## src/rtl/pwm_motor_mode_controller_unit_macros.svh

```systemverilog
// ----------------------------------------------------------------------------
// PWM motor mode controller - assertion macros
// Shared concurrent assertion shorthands for the controller RTL.
// ----------------------------------------------------------------------------
`ifndef PWM_MOTOR_MODE_CONTROLLER_UNIT_MACROS_SVH
`define PWM_MOTOR_MODE_CONTROLLER_UNIT_MACROS_SVH

// Same-cycle implication, disabled while reset is asserted.
`define PMMC_ASSERT_NOW(label, clk, rst_n, ante, cons) \
    label: assert property (@(posedge clk) disable iff (!(rst_n)) (ante) |-> (cons)) \
        else $error("pmmc assertion failed (same cycle)");

// Next-cycle implication, disabled while reset is asserted.
`define PMMC_ASSERT_NEXT(label, clk, rst_n, ante, cons) \
    label: assert property (@(posedge clk) disable iff (!(rst_n)) (ante) |=> (cons)) \
        else $error("pmmc assertion failed (next cycle)");

`endif

```

## src/rtl/pmmc_pkg.sv

```systemverilog
// ----------------------------------------------------------------------------
// pmmc_pkg
// Types and constants shared by the PWM motor mode controller.
// ----------------------------------------------------------------------------
`default_nettype none

package pmmc_pkg;

    localparam int DEF_TICK_WIDTH    = 16;
    localparam int DEF_ENCODER_WIDTH = 32;

    // Fixed widths of the request and result fields
    localparam int ENC_IN_W = 32;
    localparam int DELTA_W  = 32;

    // Configuration port
    localparam int DATA_W      = 32;
    localparam int PADDR_W     = 3;
    localparam int REG_SEL_BIT = 2;

    localparam logic REG_PERIOD = 1'b0;
    localparam logic REG_ON     = 1'b1;

    typedef enum logic [3:0] {
        MODE_START = 4'd0,
        MODE_LOW   = 4'd1,
        MODE_HIGH  = 4'd2,
        MODE_SPEED = 4'd3,
        MODE_FULL  = 4'd4,
        MODE_PULSE = 4'd5,
        MODE_ERROR = 4'd6,
        MODE_DONE  = 4'd7,
        MODE_STOP  = 4'd8
    } t_mode;

    typedef struct packed {
        logic                      drive_off;
        logic                      speed_valid;
        logic signed [DELTA_W-1:0] enc_delta;
        logic                      runaway;
        logic                      halted;
    } t_result;

endpackage

`default_nettype wire

```

## src/rtl/pmmc_if.sv

```systemverilog
// ----------------------------------------------------------------------------
// pmmc_in_if / pmmc_out_if
// Valid/ready channels for tick requests and per-tick results.
// ----------------------------------------------------------------------------
`default_nettype none

interface pmmc_in_if;
    logic        valid;
    logic        ready;
    logic        stop_switch_n;
    logic        speed_switch_n;
    logic [31:0] encoder_count;

    modport source (output valid, stop_switch_n, speed_switch_n, encoder_count,
                    input ready);
    modport sink   (input valid, stop_switch_n, speed_switch_n, encoder_count,
                    output ready);
endinterface

interface pmmc_out_if;
    logic               valid;
    logic               ready;
    logic               drive_off;
    logic               speed_valid;
    logic signed [31:0] enc_delta;
    logic               runaway;
    logic               halted;

    modport source (output valid, drive_off, speed_valid, enc_delta, runaway, halted,
                    input ready);
    modport sink   (input valid, drive_off, speed_valid, enc_delta, runaway, halted,
                    output ready);
endinterface

`default_nettype wire

```

## src/rtl/pwm_motor_mode_controller_unit.sv

```systemverilog
// ----------------------------------------------------------------------------
// pwm_motor_mode_controller_unit
// PWM motor mode controller with tick request/result channels and APB setup.
// ----------------------------------------------------------------------------
// Each request is one PWM tick and yields exactly one result. A request is
// taken into an input register, the mode machine evaluates it from there
// and the result lands in an output register once that register is free or
// draining; a new request is accepted every cycle while the result side
// keeps taking results, so throughput is set only by the result channel's
// ready. The period and on-time registers (byte addresses 0 and 4) are meant
// to be written while no request is in flight.
`default_nettype none

`include "pwm_motor_mode_controller_unit_macros.svh"

module pwm_motor_mode_controller_unit #(
    parameter int TICK_WIDTH    = pmmc_pkg::DEF_TICK_WIDTH,
    parameter int ENCODER_WIDTH = pmmc_pkg::DEF_ENCODER_WIDTH
) (
    input  wire logic                          i_clk,
    input  wire logic                          i_rst_n,
    pmmc_in_if.sink                            i_in,
    pmmc_out_if.source                         o_out,
    input  wire logic                          psel,
    input  wire logic                          penable,
    input  wire logic                          pwrite,
    input  wire logic [pmmc_pkg::PADDR_W-1:0]  paddr,
    input  wire logic [pmmc_pkg::DATA_W-1:0]   pwdata,
    output logic      [pmmc_pkg::DATA_W-1:0]   prdata,
    output logic                               pready
);
    import pmmc_pkg::*;

    logic [TICK_WIDTH-1:0]    r_period;
    logic [TICK_WIDTH-1:0]    r_on;
    logic                     r_in_valid;
    logic                     r_stop_n;
    logic                     r_speed_n;
    logic [ENCODER_WIDTH-1:0] r_enc;
    logic                     r_out_valid;
    t_result                  r_res;
    t_result                  s_result;
    logic                     s_advance;
    logic                     s_cfg_wr;

    // Configuration registers
    assign pready   = 1'b1;
    assign s_cfg_wr = psel && penable && pwrite;

    always_ff @(posedge i_clk) begin
        if (!i_rst_n) begin
            r_period <= TICK_WIDTH'(10);
            r_on     <= TICK_WIDTH'(5);
        end else if (s_cfg_wr) begin
            case (paddr[REG_SEL_BIT])
                REG_PERIOD: r_period <= pwdata[TICK_WIDTH-1:0];
                REG_ON:     r_on     <= pwdata[TICK_WIDTH-1:0];
                default: begin
                end
            endcase
        end
    end

    always_comb begin
        case (paddr[REG_SEL_BIT])
            REG_PERIOD: prdata = DATA_W'(r_period);
            REG_ON:     prdata = DATA_W'(r_on);
            default:    prdata = '0;
        endcase
    end

    // Input stage: advance whenever the result register is free or draining
    assign s_advance  = r_in_valid && (!r_out_valid || o_out.ready);
    assign i_in.ready = !r_in_valid || s_advance;

    always_ff @(posedge i_clk) begin
        if (!i_rst_n) begin
            r_in_valid <= 1'b0;
        end else if (i_in.ready) begin
            r_in_valid <= i_in.valid;
        end
    end

    always_ff @(posedge i_clk) begin
        if (i_in.valid && i_in.ready) begin
            r_stop_n  <= i_in.stop_switch_n;
            r_speed_n <= i_in.speed_switch_n;
            r_enc     <= i_in.encoder_count[ENCODER_WIDTH-1:0];
        end
    end

    pmmc_mode_fsm #(
        .TICK_WIDTH    (TICK_WIDTH),
        .ENCODER_WIDTH (ENCODER_WIDTH)
    ) u_mode_fsm (
        .i_clk            (i_clk),
        .i_rst_n          (i_rst_n),
        .i_step           (s_advance),
        .i_stop_switch_n  (r_stop_n),
        .i_speed_switch_n (r_speed_n),
        .i_encoder_count  (r_enc),
        .i_period_ticks   (r_period),
        .i_on_ticks       (r_on),
        .o_result         (s_result)
    );

    // Result register
    always_ff @(posedge i_clk) begin
        if (!i_rst_n) begin
            r_out_valid <= 1'b0;
        end else if (s_advance) begin
            r_out_valid <= 1'b1;
        end else if (o_out.ready) begin
            r_out_valid <= 1'b0;
        end
    end

    always_ff @(posedge i_clk) begin
        if (s_advance) begin
            r_res <= s_result;
        end
    end

    assign o_out.valid       = r_out_valid;
    assign o_out.drive_off   = r_res.drive_off;
    assign o_out.speed_valid = r_res.speed_valid;
    assign o_out.enc_delta   = r_res.enc_delta;
    assign o_out.runaway     = r_res.runaway;
    assign o_out.halted      = r_res.halted;

    // Once halted, every later result stays halted
    `PMMC_ASSERT_NEXT(a_halt_sticky, i_clk, i_rst_n, r_out_valid && r_res.halted && s_advance, r_res.halted)
    // A nonzero delta only comes with a speed sample
    `PMMC_ASSERT_NOW(a_delta_needs_sample, i_clk, i_rst_n, r_out_valid && (r_res.enc_delta != '0), r_res.speed_valid)
    // An empty result register never blocks the request side
    `PMMC_ASSERT_NOW(a_ready_when_empty, i_clk, i_rst_n, !r_out_valid, i_in.ready)

endmodule

`default_nettype wire

```

## src/rtl/pmmc_mode_fsm.sv

```systemverilog
// ----------------------------------------------------------------------------
// pmmc_mode_fsm
// Mode machine of the controller: runs one tick per step strobe and
// presents the tick's result combinationally from the current state.
// ----------------------------------------------------------------------------
`default_nettype none

module pmmc_mode_fsm #(
    parameter int TICK_WIDTH    = 16,
    parameter int ENCODER_WIDTH = 32
) (
    input  wire logic                     i_clk,
    input  wire logic                     i_rst_n,
    input  wire logic                     i_step,
    input  wire logic                     i_stop_switch_n,
    input  wire logic                     i_speed_switch_n,
    input  wire logic [ENCODER_WIDTH-1:0] i_encoder_count,
    input  wire logic [TICK_WIDTH-1:0]    i_period_ticks,
    input  wire logic [TICK_WIDTH-1:0]    i_on_ticks,
    output pmmc_pkg::t_result             o_result
);
    import pmmc_pkg::*;

    localparam int CW = TICK_WIDTH + 1;

    t_mode                    r_mode, n_mode, s_mode_run;
    logic [CW-1:0]            r_tick, n_tick;
    logic                     r_drive, n_drive;
    logic                     r_full_seen, n_full_seen;
    logic                     r_pulse_seen, n_pulse_seen;
    logic [CW-1:0]            r_full_phase, n_full_phase;
    logic [CW-1:0]            r_pulse_phase, n_pulse_phase;
    logic [ENCODER_WIDTH-1:0] r_prev, n_prev;
    logic                     r_baseline, n_baseline;
    logic                     r_done, n_done;

    logic [CW-1:0]            s_per_ext, s_on_ext, s_limit;
    logic [CW-1:0]            s_full_inc, s_pulse_inc, s_pulse_wrap;
    logic [ENCODER_WIDTH-1:0] s_enc_diff;
    logic                     s_valid, s_runaway;
    logic signed [DELTA_W-1:0] s_delta;

    assign s_per_ext    = {1'b0, i_period_ticks};
    assign s_on_ext     = {1'b0, i_on_ticks};
    assign s_limit      = s_per_ext + CW'(2);
    assign s_full_inc   = r_full_phase + CW'(1);
    assign s_pulse_inc  = r_pulse_phase + CW'(1);
    assign s_pulse_wrap = (s_pulse_inc > s_per_ext) ? '0 : s_pulse_inc;
    assign s_enc_diff   = i_encoder_count - r_prev;

    always_ff @(posedge i_clk) begin
        if (!i_rst_n) begin
            r_mode        <= MODE_START;
            r_tick        <= '0;
            r_drive       <= 1'b0;
            r_full_seen   <= 1'b0;
            r_pulse_seen  <= 1'b0;
            r_full_phase  <= '0;
            r_pulse_phase <= '0;
            r_prev        <= '0;
            r_baseline    <= 1'b0;
            r_done        <= 1'b0;
        end else if (i_step) begin
            r_mode        <= n_mode;
            r_tick        <= n_tick;
            r_drive       <= n_drive;
            r_full_seen   <= n_full_seen;
            r_pulse_seen  <= n_pulse_seen;
            r_full_phase  <= n_full_phase;
            r_pulse_phase <= n_pulse_phase;
            r_prev        <= n_prev;
            r_baseline    <= n_baseline;
            r_done        <= n_done;
        end
    end

    always_comb begin
        n_mode        = r_mode;
        n_tick        = r_tick;
        n_drive       = r_drive;
        n_full_seen   = r_full_seen;
        n_pulse_seen  = r_pulse_seen;
        n_full_phase  = r_full_phase;
        n_pulse_phase = r_pulse_phase;
        n_prev        = r_prev;
        n_baseline    = r_baseline;
        n_done        = r_done;
        s_valid       = 1'b0;
        s_runaway     = 1'b0;
        s_delta       = '0;
        s_mode_run    = r_mode;

        // Resolve the start mode on the first tick
        if (r_mode == MODE_START) begin
            n_drive = 1'b0;
            n_tick  = '0;
            if (s_on_ext >= s_per_ext) begin
                s_mode_run = MODE_FULL;
            end else if (i_on_ticks == TICK_WIDTH'(1)) begin
                s_mode_run = MODE_PULSE;
            end else begin
                s_mode_run = MODE_LOW;
            end
        end
        n_mode = s_mode_run;

        if (s_mode_run != MODE_DONE) begin
            case (s_mode_run)
                MODE_LOW: begin
                    if (n_tick == s_on_ext) begin
                        n_drive = 1'b1;
                        n_mode  = MODE_HIGH;
                    end
                end
                MODE_HIGH: begin
                    if (n_tick == s_per_ext) begin
                        n_tick  = '0;
                        n_drive = 1'b0;
                        if (!i_speed_switch_n) begin
                            n_mode = MODE_SPEED;
                        end else if (!i_stop_switch_n) begin
                            n_mode = MODE_STOP;
                        end else begin
                            n_mode = MODE_LOW;
                        end
                    end
                end
                MODE_SPEED: begin
                    s_valid = 1'b1;
                    // First sample only sets the baseline
                    if (r_baseline) begin
                        s_delta = DELTA_W'(signed'(s_enc_diff));
                    end
                    n_prev     = i_encoder_count;
                    n_baseline = 1'b1;
                    if (r_full_seen) begin
                        n_mode = MODE_FULL;
                    end else if (r_pulse_seen) begin
                        n_mode = MODE_PULSE;
                    end else begin
                        n_mode = MODE_LOW;
                    end
                end
                MODE_FULL: begin
                    n_full_seen = 1'b1;
                    n_drive     = 1'b0;
                    if (!i_stop_switch_n) begin
                        n_mode = MODE_STOP;
                    end
                    if (!i_speed_switch_n && r_full_phase == s_per_ext) begin
                        n_mode = MODE_SPEED;
                    end
                    n_full_phase = (s_full_inc > s_per_ext) ? '0 : s_full_inc;
                    n_tick       = '0;
                end
                MODE_PULSE: begin
                    n_pulse_seen  = 1'b1;
                    n_drive       = (r_pulse_phase != '0);
                    n_pulse_phase = s_pulse_wrap;
                    if (!i_stop_switch_n) begin
                        n_mode = MODE_STOP;
                    end
                    // Speed test uses the advanced phase
                    if (!i_speed_switch_n && s_pulse_wrap == s_per_ext) begin
                        n_mode = MODE_SPEED;
                    end
                    n_tick = '0;
                end
                MODE_ERROR: begin
                    n_drive = 1'b1;
                    n_mode  = MODE_STOP;
                end
                MODE_STOP: begin
                    n_drive = 1'b1;
                    n_done  = 1'b1;
                    n_mode  = MODE_DONE;
                end
                default: begin
                end
            endcase

            // Overrun check runs after every active tick, stop included
            n_tick = n_tick + CW'(1);
            if (n_tick == s_limit) begin
                n_mode    = MODE_ERROR;
                s_runaway = 1'b1;
            end
        end

        o_result.drive_off   = n_drive;
        o_result.speed_valid = s_valid;
        o_result.enc_delta   = s_delta;
        o_result.runaway     = s_runaway;
        o_result.halted      = n_done;
    end

endmodule

`default_nettype wire

```

## src/flat_wrapper.sv

```systemverilog
// flat-port wrapper written by rule: the top's interface ports become plain ports
module pwm_motor_mode_controller_unit_flat import pmmc_pkg::*;
#(
    parameter int TICK_WIDTH    = pmmc_pkg::DEF_TICK_WIDTH,
    parameter int ENCODER_WIDTH = pmmc_pkg::DEF_ENCODER_WIDTH
)
  (i_clk, i_rst_n, psel, penable, pwrite, paddr, pwdata, prdata, pready, i_in_valid, i_in_stop_switch_n, i_in_speed_switch_n, i_in_encoder_count, i_in_ready, o_out_valid, o_out_drive_off, o_out_speed_valid, o_out_enc_delta, o_out_runaway, o_out_halted, o_out_ready);
  pmmc_in_if i_in_i ();
  pmmc_out_if o_out_i ();
  input  wire logic i_clk;
  input  wire logic i_rst_n;
  input  wire logic psel;
  input  wire logic penable;
  input  wire logic pwrite;
  input  wire logic [pmmc_pkg::PADDR_W-1:0] paddr;
  input  wire logic [pmmc_pkg::DATA_W-1:0] pwdata;
  output logic      [pmmc_pkg::DATA_W-1:0] prdata;
  output logic pready;
  input wire logic [$bits(i_in_i.valid)-1:0] i_in_valid;
  input wire logic [$bits(i_in_i.stop_switch_n)-1:0] i_in_stop_switch_n;
  input wire logic [$bits(i_in_i.speed_switch_n)-1:0] i_in_speed_switch_n;
  input wire logic [$bits(i_in_i.encoder_count)-1:0] i_in_encoder_count;
  output wire logic [$bits(i_in_i.ready)-1:0] i_in_ready;
  output wire logic [$bits(o_out_i.valid)-1:0] o_out_valid;
  output wire logic [$bits(o_out_i.drive_off)-1:0] o_out_drive_off;
  output wire logic [$bits(o_out_i.speed_valid)-1:0] o_out_speed_valid;
  output wire logic [$bits(o_out_i.enc_delta)-1:0] o_out_enc_delta;
  output wire logic [$bits(o_out_i.runaway)-1:0] o_out_runaway;
  output wire logic [$bits(o_out_i.halted)-1:0] o_out_halted;
  input wire logic [$bits(o_out_i.ready)-1:0] o_out_ready;
  assign i_in_i.valid = i_in_valid;
  assign i_in_i.stop_switch_n = i_in_stop_switch_n;
  assign i_in_i.speed_switch_n = i_in_speed_switch_n;
  assign i_in_i.encoder_count = i_in_encoder_count;
  assign i_in_ready = i_in_i.ready;
  assign o_out_valid = o_out_i.valid;
  assign o_out_drive_off = o_out_i.drive_off;
  assign o_out_speed_valid = o_out_i.speed_valid;
  assign o_out_enc_delta = o_out_i.enc_delta;
  assign o_out_runaway = o_out_i.runaway;
  assign o_out_halted = o_out_i.halted;
  assign o_out_i.ready = o_out_ready;
  pwm_motor_mode_controller_unit #(.TICK_WIDTH(TICK_WIDTH), .ENCODER_WIDTH(ENCODER_WIDTH)) u_core (.i_clk(i_clk), .i_rst_n(i_rst_n), .i_in(i_in_i), .o_out(o_out_i), .psel(psel), .penable(penable), .pwrite(pwrite), .paddr(paddr), .pwdata(pwdata), .prdata(prdata), .pready(pready));
endmodule
```

## config.mk

```make
export PLATFORM = sky130hd
export DESIGN_NAME = pwm_motor_mode_controller_unit_flat
export DESIGN_NICKNAME = d
export VERILOG_FILES = /design/src/rtl/pmmc_pkg.sv /design/src/rtl/pmmc_if.sv /design/src/rtl/pwm_motor_mode_controller_unit.sv /design/src/rtl/pmmc_mode_fsm.sv /design/src/flat_wrapper.sv
export VERILOG_INCLUDE_DIRS = /design/src /design/src/rtl
export SDC_FILE = /design/constraint.sdc
export NUM_CORES = 1
export LEC_CHECK = 0
export ABC_AREA = 1
export ABC_CLOCK_PERIOD_IN_PS = 4600
export BUFFER_PORTS_ARGS = -buffer_cell sky130_fd_sc_hd__buf_2
export CAP_MARGIN = 10
export CORE_ASPECT_RATIO = 0.5
export CORE_MARGIN = 4
export CORE_UTILIZATION = 60
export CTS_BUF_LIST = sky130_fd_sc_hd__clkbuf_4 sky130_fd_sc_hd__clkbuf_8
export DETAILED_ROUTE_END_ITERATION = 16
export PLACE_DENSITY = 0.89
export SLEW_MARGIN = 20
export SYNTH_ARGS = -nofsm -noshare
export SYNTH_HDL_FRONTEND = slang
export SYNTH_HIERARCHICAL = 1
export SYNTH_SLANG_ARGS = --single-unit
```

## constraint.sdc

```tcl
create_clock -name i_clk -period 4.6 [get_ports i_clk]
set_input_delay 0.46 -clock i_clk [delete_from_list [all_inputs] [get_ports i_clk]]
set_output_delay 0.46 -clock i_clk [all_outputs]
set_load 0.1 [all_outputs]
```

Word-level counts from Yosys, hierarchy flattened
Index checks and enable logic that the tools add are counted.

cells by class
  $add $sub $neg = 5
  order comparisons = 3
  equal/unequal tests = 14
  muxes and demuxes = 34
  bitwise logic cells = 1
  reduce and logical (&&, ||, !) cells = 22

operators with widths
  cell                                                                    count
  17-bit two-way mux                                                      6
  17-bit by 16-bit equality test with 1-bit output                        4
  32-bit case mux with 2 select lines                                     1
  17-bit by 1-bit adder with 17-bit output, second input constant         3
  4-bit two-way mux                                                       10
  17-bit by 16-bit > comparator with 1-bit output                         2
  17-bit case mux with 2 select lines                                     1
  32-bit subtractor                                                       1
  4-bit case mux with 7 select lines                                      1
  16-bit by 2-bit adder with 17-bit output, second input constant         1
  17-bit equality test                                                    1
  17-bit nonzero test                                                     1
  16-bit by 1-bit equality test with 1-bit output, second input constant  1
  16-bit greater-or-equal comparator                                      1
  4-bit by 3-bit equality test with 1-bit output, second input constant   3
  3-bit two-way mux                                                       4
  3-bit AND reduction                                                     4
  1-bit two-way mux                                                       10
  4-bit by 2-bit equality test with 1-bit output, second input constant   2
  1-bit logical AND                                                       6
  1-bit case mux with 5 select lines                                      1
  4-bit by 1-bit equality test with 1-bit output, second input constant   1
  4-bit equality test, second input constant                              1
  4-bit logical NOT                                                       1
  7 further kinds                                                         12

word-level totals
  register bits = 196
  bits of input ports = 76
  output and inout port bits = 71
  logic and storage cells = 101

Logic depth before layout (Yosys ltp)
  depth after elaboration = 12
  depth in mapped cells = 32
  depth with buffers taken out = 31

By module
Netlist, hierarchy kept.

modules (own cells, without submodules)
  module                          times used  cells an instance  area each (sq um)  sequential area each (sq um)
  pmmc_mode_fsm                   1           1516               9420.3             1841.8
  pwm_motor_mode_controller_unit  1           346                3942.5             2782.7

Least setup slack after synthesis
No wires, ideal clock.

  path type = flip-flop to flip-flop
  start = reg u_core.r_out_valid (netlist: u_core/o_out.valid)
  end = reg u_core.u_mode_fsm.r_prev[23]
  setup time = 128 ps
  arrival = 4251 ps
  data required time = 4472 ps
  path slack = 221 ps
  cell stages (with the launch flop) = 8
  path buffers = 1
  clock period less this slack = 4379 ps
  path through = dfxtp_1 > a21oi_1 > clkinv_1 > nor2_1 > clkinv_1 > clkbuf_1 > o21ai_0 > a21oi_1

on the way
  longest elaborated chain between the ends = 4

RTL lines
  what                           line                                   source
  start: declaration             pwm_motor_mode_controller_unit.sv:40   logic r_out_valid;
  start signal: assignment       pwm_motor_mode_controller_unit.sv:110  r_out_valid <= 1'b0;
  start signal: assignment       pwm_motor_mode_controller_unit.sv:112  r_out_valid <= 1'b1;
  start signal: assignment       pwm_motor_mode_controller_unit.sv:114  r_out_valid <= 1'b0;
  1-bit logical NOT              pwm_motor_mode_controller_unit.sv:73   assign s_advance = r_in_valid && (!r_out_valid || o_out.ready);
  1-bit logical OR               pwm_motor_mode_controller_unit.sv:73
  1-bit logical AND              pwm_motor_mode_controller_unit.sv:73
  via u_core.s_advance           pwm_motor_mode_controller_unit.sv:43   logic s_advance;
  3-bit AND reduction (no line)  -
  end signal: assignment         pmmc_mode_fsm.sv:71                    r_prev <= n_prev;
  end: declaration               pmmc_mode_fsm.sv:33                    logic [ENCODER_WIDTH-1:0] r_prev, n_prev;

The timed path passes the listed nets, and every way through them passes these cells.
A chain may end at the register's enable or synchronous reset.

Final worst setup path
  start = reg u_core.u_mode_fsm.r_pulse_phase[0]
  end = reg u_core.u_mode_fsm.r_mode[2]

on the way
  longest elaborated chain between the ends = 9

RTL lines
  what                                                line                  source
  start: declaration                                  pmmc_mode_fsm.sv:32   logic [CW-1:0] r_pulse_phase, n_pulse_phase;
  start signal: assignment                            pmmc_mode_fsm.sv:70   r_pulse_phase <= n_pulse_phase;
  17-bit by 1-bit adder with 17-bit output *          pmmc_mode_fsm.sv:47   assign s_pulse_inc = r_pulse_phase + CW'(1);
  17-bit by 16-bit > comparator with 1-bit output     pmmc_mode_fsm.sv:48   assign s_pulse_wrap = (s_pulse_inc > s_per_ext) ? '0 : s_pulse_inc;
  17-bit two-way mux *                                pmmc_mode_fsm.sv:48
  17-bit by 16-bit equality test with 1-bit output *  pmmc_mode_fsm.sv:164  if (!i_speed_switch_n && s_pulse_wrap == s_per_ext) begin
  1-bit logical AND *                                 pmmc_mode_fsm.sv:164
  4-bit two-way mux *                                 pmmc_mode_fsm.sv:164
  4-bit case mux with 7 select lines *                pmmc_mode_fsm.sv:108  case (s_mode_run)
  4-bit two-way mux *                                 pmmc_mode_fsm.sv:184  if (n_tick == s_limit) begin
  4-bit two-way mux *                                 pmmc_mode_fsm.sv:107  if (s_mode_run != MODE_DONE) begin
  end signal: assignment                              pmmc_mode_fsm.sv:64   r_mode <= n_mode;
  end: declaration                                    pmmc_mode_fsm.sv:26   t_mode r_mode, n_mode, s_mode_run;

Mark *: on every way between the ends. The rest lies on a longest branch, timed or not.

==> results by group <==
Outcome
  • Outcome: completed

Min path
  • Worst Hold Path Cells: 1
  • Hold Path Sink: u_core/r_enc[15]$_DFFE_PP_
  • HP Class: in2reg
  • Hold Path Origin: i_in_encoder_count[15]

Worst setup path
  • Startpoint types: flop
  • Slowest cell delay on critical path: 0.38 ns
  • Reg2reg setup slack: 0.35 ns
  • Critical Path RT: 5.00 ns
  • Worst r2r src: u_core/u_mode_fsm/r_pulse_phase[0]$_SDFFE_PN0P_
  • Reg2reg end: u_core/u_mode_fsm/r_mode[2]$_SDFFE_PN0P_
  • Crit-path slowest cell: dfxtp_1
  • Data arrival time of the worst path: 4.64 ns
  • CP dominant cell by count: nand2_1
  • Crit. End Element: flop
  • Reg2reg path depth: 30
  • Kind of critical path: reg2reg
  • Peak fanout along the critical path: 13

GRT
  • Vias in the first global route: 11900
  • Total grt overflow: 0
  • Total GRT Usage: 30.1%
  • Largest net degree at the start of global routing: 47
  • Initial antenna violation count: 2
  • First-pass GRT wire length: 60000 um

Timing
  • Achievable Freq: 235 MHz
  • Final Cycle Share: 92.3%
  • Slew Viols, Final: 0
  • Slew headroom: 28.4%
  • Min cycle time layout: 4.25 ns
  • Final Hold Violating Endpoints: 0
  • Final setup vio count: 0
  • Slew @ Worst Pin: 1.06 ns
  • Setup ws final: 0.352 ns
  • Layout Skew: 0.0152 ns

Clock tree
  • CTS H-tree lvls: 4
  • TritonCTS Buffers: 17
  • Worst-Skew Late Latency: 0.50 ns
  • Reg clk slew, reported paths: 0.10 ns
  • # clock sinks: 196
  • Clock Tree Buf Depth: 2
  • CTS tree: yes
  • Clock root buffer: clkbuf_8

Cells and area
  • Fill count: 1828
  • Layout cell share with drive strength beyond 1: 12.4%
  • Post-Route Utilization: 67.5%
  • Non-filler instance count after layout: 2289
  • Synthesis-to-layout area growth: 10.0%
  • Final #Nets: 2137
  • Final instance area: 14700 um2
  • Multi-input logic area: 7540 um2
  • Sequential cell area: 4620 um2
  • # diodes: 0

Detailed routing
  • Routed Antenna Nets: 0
  • Drt first pass iters: 9
  • Via count: 13100
  • DRT iter0 DRCs: 1655
  • DR vias/cell: 5.73
  • WL final: 37900 um
  • Routed WL per cell: 16.6 um
  • Drt drc: 0

Synthesis
  • Ys async rst share: 0%
  • Largest family of logic cells by synthesized area: simple AND/OR/NAND/NOR gates
  • XOR/XNOR Fraction of Synth Area: 6.09%
  • Simple-gate portion of the synthesized area: 28.4%
  • Post-synthesis adder-cell area fraction: 8.01%
  • Cells after Synth: 1862
  • Yosys top cell by area: dfxtp_1
  • Share of the synthesized area in the top cell type: 18.9%
  • Syn. warnings: 6
  • Post-synth EDFFs: 70
  • Mapped Area: 13400 um2
  • Synth Area in Compound Gates: 13.1%
  • Synth Flop Type: dfxtp_1
  • Multiplexer share of the synthesized area: 0%
  • Syn Area/Cell: 7.18 um2
  • Yosys reg bits: 196
  • Sequential fraction of the synthesis area: 34.6%
  • Post-synthesis cell type count: 58
  • Synth area leaders: dfxtp_1, edfxtp_1, nand2_1, ha_1, a21oi_1

Floorplanning
  • Rows: 38
  • Core Region: 21800 um2
  • Total die area: 24900 um2
  • Initial Util: 61.4%
  • Die X: 219 um
  • Io pins: 147
  • Die Height: 114 um

Place
  • Placement Cell Area: 14300 um2
  • Final estimated routing congestion in global placement: 0.992
  • I/O Buffers: 111
  • Inst Count DP: 2257
  • DP HPWL: 27400 um
  • Place WS: 0.284 ns

Power
  • Register share of total power: 43.1%
  • PwrDens: 307 nW/um2
  • NetSw: 1.72 mW
  • Sw frac: 38.1%
  • Pint: 2.80 mW
  • Tot Pwr: 4.51 mW
  • Combinational group share of total power: 30.4%
  • Clock network fraction of design power: 26.5%
  • P_leak: 6.74 nW
  • Peak VDD IR: 0.263 mV

Flow run
  • # Max-Cap Violations: 0
[critical path: cells and delay by family (launching register included)]
family          cells  cell delay [ns]
xor+xnor            1             0.16
simple gates       23             2.64
flops               1             0.38
buf+inv             4             0.44
compound gates      1             0.22
fa+ha+maj           1             0.31
[final cells by class]
cell class / instances / share of cell area (%)
multi-input cells: 1384 / 51.3
inverters: 218 / 5.58
clock buffers: 21 / 1.84
well taps: 300 / 2.55
flip-flops and latches: 196 / 31.4
clock inverters: 11 / 0.970
repair buffers: 159 / 6.31
[registers in the layout (all words and copies together) (netlist names), 4 cells and up]
name	count
u_core/u_mode_fsm/r_full_phase	17
u_core/r_period	16
u_core/u_mode_fsm/r_prev	32
u_core/u_mode_fsm/r_tick	17
u_core/r_on	16
u_core/r_enc	32
u_core/o_out.enc_delta	32
u_core/u_mode_fsm/r_mode	4
u_core/u_mode_fsm/r_pulse_phase	17
[worst max-delay path by stage]
stage	startpoint	endpoint	slack, ns
3_5_place_dp	u_core/u_mode_fsm/r_pulse_phase[0]$_SDFFE_PN0P_	u_core/u_mode_fsm/r_mode[2]$_SDFFE_PN0P_	0.28
5_1_grt	u_core/u_mode_fsm/r_pulse_phase[0]$_SDFFE_PN0P_	u_core/u_mode_fsm/r_mode[2]$_SDFFE_PN0P_	-0.04
6_report	u_core/u_mode_fsm/r_pulse_phase[0]$_SDFFE_PN0P_	u_core/u_mode_fsm/r_mode[2]$_SDFFE_PN0P_	0.35
4_1_cts	u_core/u_mode_fsm/r_pulse_phase[0]$_SDFFE_PN0P_	u_core/u_mode_fsm/r_mode[2]$_SDFFE_PN0P_	0.20
2_1_floorplan	u_core/o_out.valid$_SDFFE_PN0P_	u_core/u_mode_fsm/r_prev[23]$_SDFFE_PN0P_	0.22
3_3_place_gp	u_core/u_mode_fsm/r_pulse_phase[0]$_SDFFE_PN0P_	u_core/u_mode_fsm/r_mode[2]$_SDFFE_PN0P_	0.41
[cells in the mapped netlist (3+ instances only)]
master / n
nor2_4: 3
nand4_1: 30
nor4_1: 10
xor2_1: 54
buf_4: 28
nor2_2: 23
o21bai_1: 4
inv_2: 3
a31oi_1: 3
nand2_2: 10
clkbuf_1: 29
buf_6: 4
clkinv_1: 4
nand3b_1: 11
dfxtp_1: 126
nand2_1: 431
inv_1: 210
o21ai_0: 105
nor2_1: 183
buf_1: 3
ha_1: 84
nand3_1: 128
o211ai_1: 6
a21oi_1: 182
a211oi_1: 9
buf_2: 13
a21o_1: 5
o21a_1: 3
xnor2_1: 31
nor3_1: 21
and3_1: 3
edfxtp_1: 70
[metal layers]
metal / vias up / global-route usage, % / share of wire, %
met3: 116 / 5.78 / 11
met1: 5963 / 40.8 / 41
met5: - / 0 / 0.055
met4: 4 / 10.8 / 3.2
met2: 711 / 48.5 / 45
li1: 6328 / - / -
[cells by family (layout without fill, tap and decap cells)]
family	count (synthesis)	count (layout)
AO/OA/AOI/OAI	329	329
buffers and inverters	297	409
adder cells (fa/ha/maj)	85	85
XOR/XNOR	88	88
flip-flops	196	196
other	2	17
AND/OR/NAND/NOR	865	865
[placed cells by master (no fill, tap or decap), types with 3 or more instances in the layout]
| cell type | count |
|---|---|
| a211oi_1 | 9 |
| a21o_1 | 5 |
| a21oi_1 | 181 |
| a31oi_1 | 3 |
| and3_1 | 3 |
| buf_2 | 111 |
| buf_4 | 47 |
| clkbuf_4 | 3 |
| clkbuf_8 | 18 |
| clkinv_1 | 5 |
| conb_1 | 17 |
| dfxtp_1 | 126 |
| edfxtp_1 | 70 |
| ha_1 | 84 |
| inv_1 | 210 |
| inv_2 | 3 |
| inv_6 | 4 |
| nand2_1 | 431 |
| nand2_2 | 9 |
| nand3_1 | 127 |
| nand3b_1 | 11 |
| nand4_1 | 30 |
| nor2_1 | 182 |
| nor2_2 | 23 |
| nor2_4 | 4 |
| nor3_1 | 19 |
| nor4_1 | 10 |
| o211ai_1 | 6 |
| o21a_1 | 3 |
| o21ai_0 | 105 |
| o21bai_1 | 4 |
| xnor2_1 | 31 |
| xor2_1 | 54 |
[power groups by stage]
stage / Sequential [mW] / Clock, mW / Combinational, mW
after floorplan: 2.07 / 0 / 0.922
after global placement: 1.98 / 0 / 1.29
after detailed placement: 1.98 / 0 / 1.32
after CTS: 1.94 / 1.21 / 1.33
after global routing: 1.96 / 1.27 / 1.48
final: 1.95 / 1.19 / 1.37
[timing repair]
item	4_1_cts	5_1_grt
setup buffers	0	0
setup endpoints to repair	0	4
gates resized for setup	0	6
hold buffers	0	0
[stage by stage]
step / hold slack, ns / TNS [ns]
2_1_floorplan: 0.429 / 0
3_3_place_gp: 0.443 / 0
3_5_place_dp: 0.453 / 0
4_1_cts: 0.109 / 0
5_1_grt: 0.109 / -0.0433
6_report: 0.135 / 0
(Power assumes the default switching activity.)
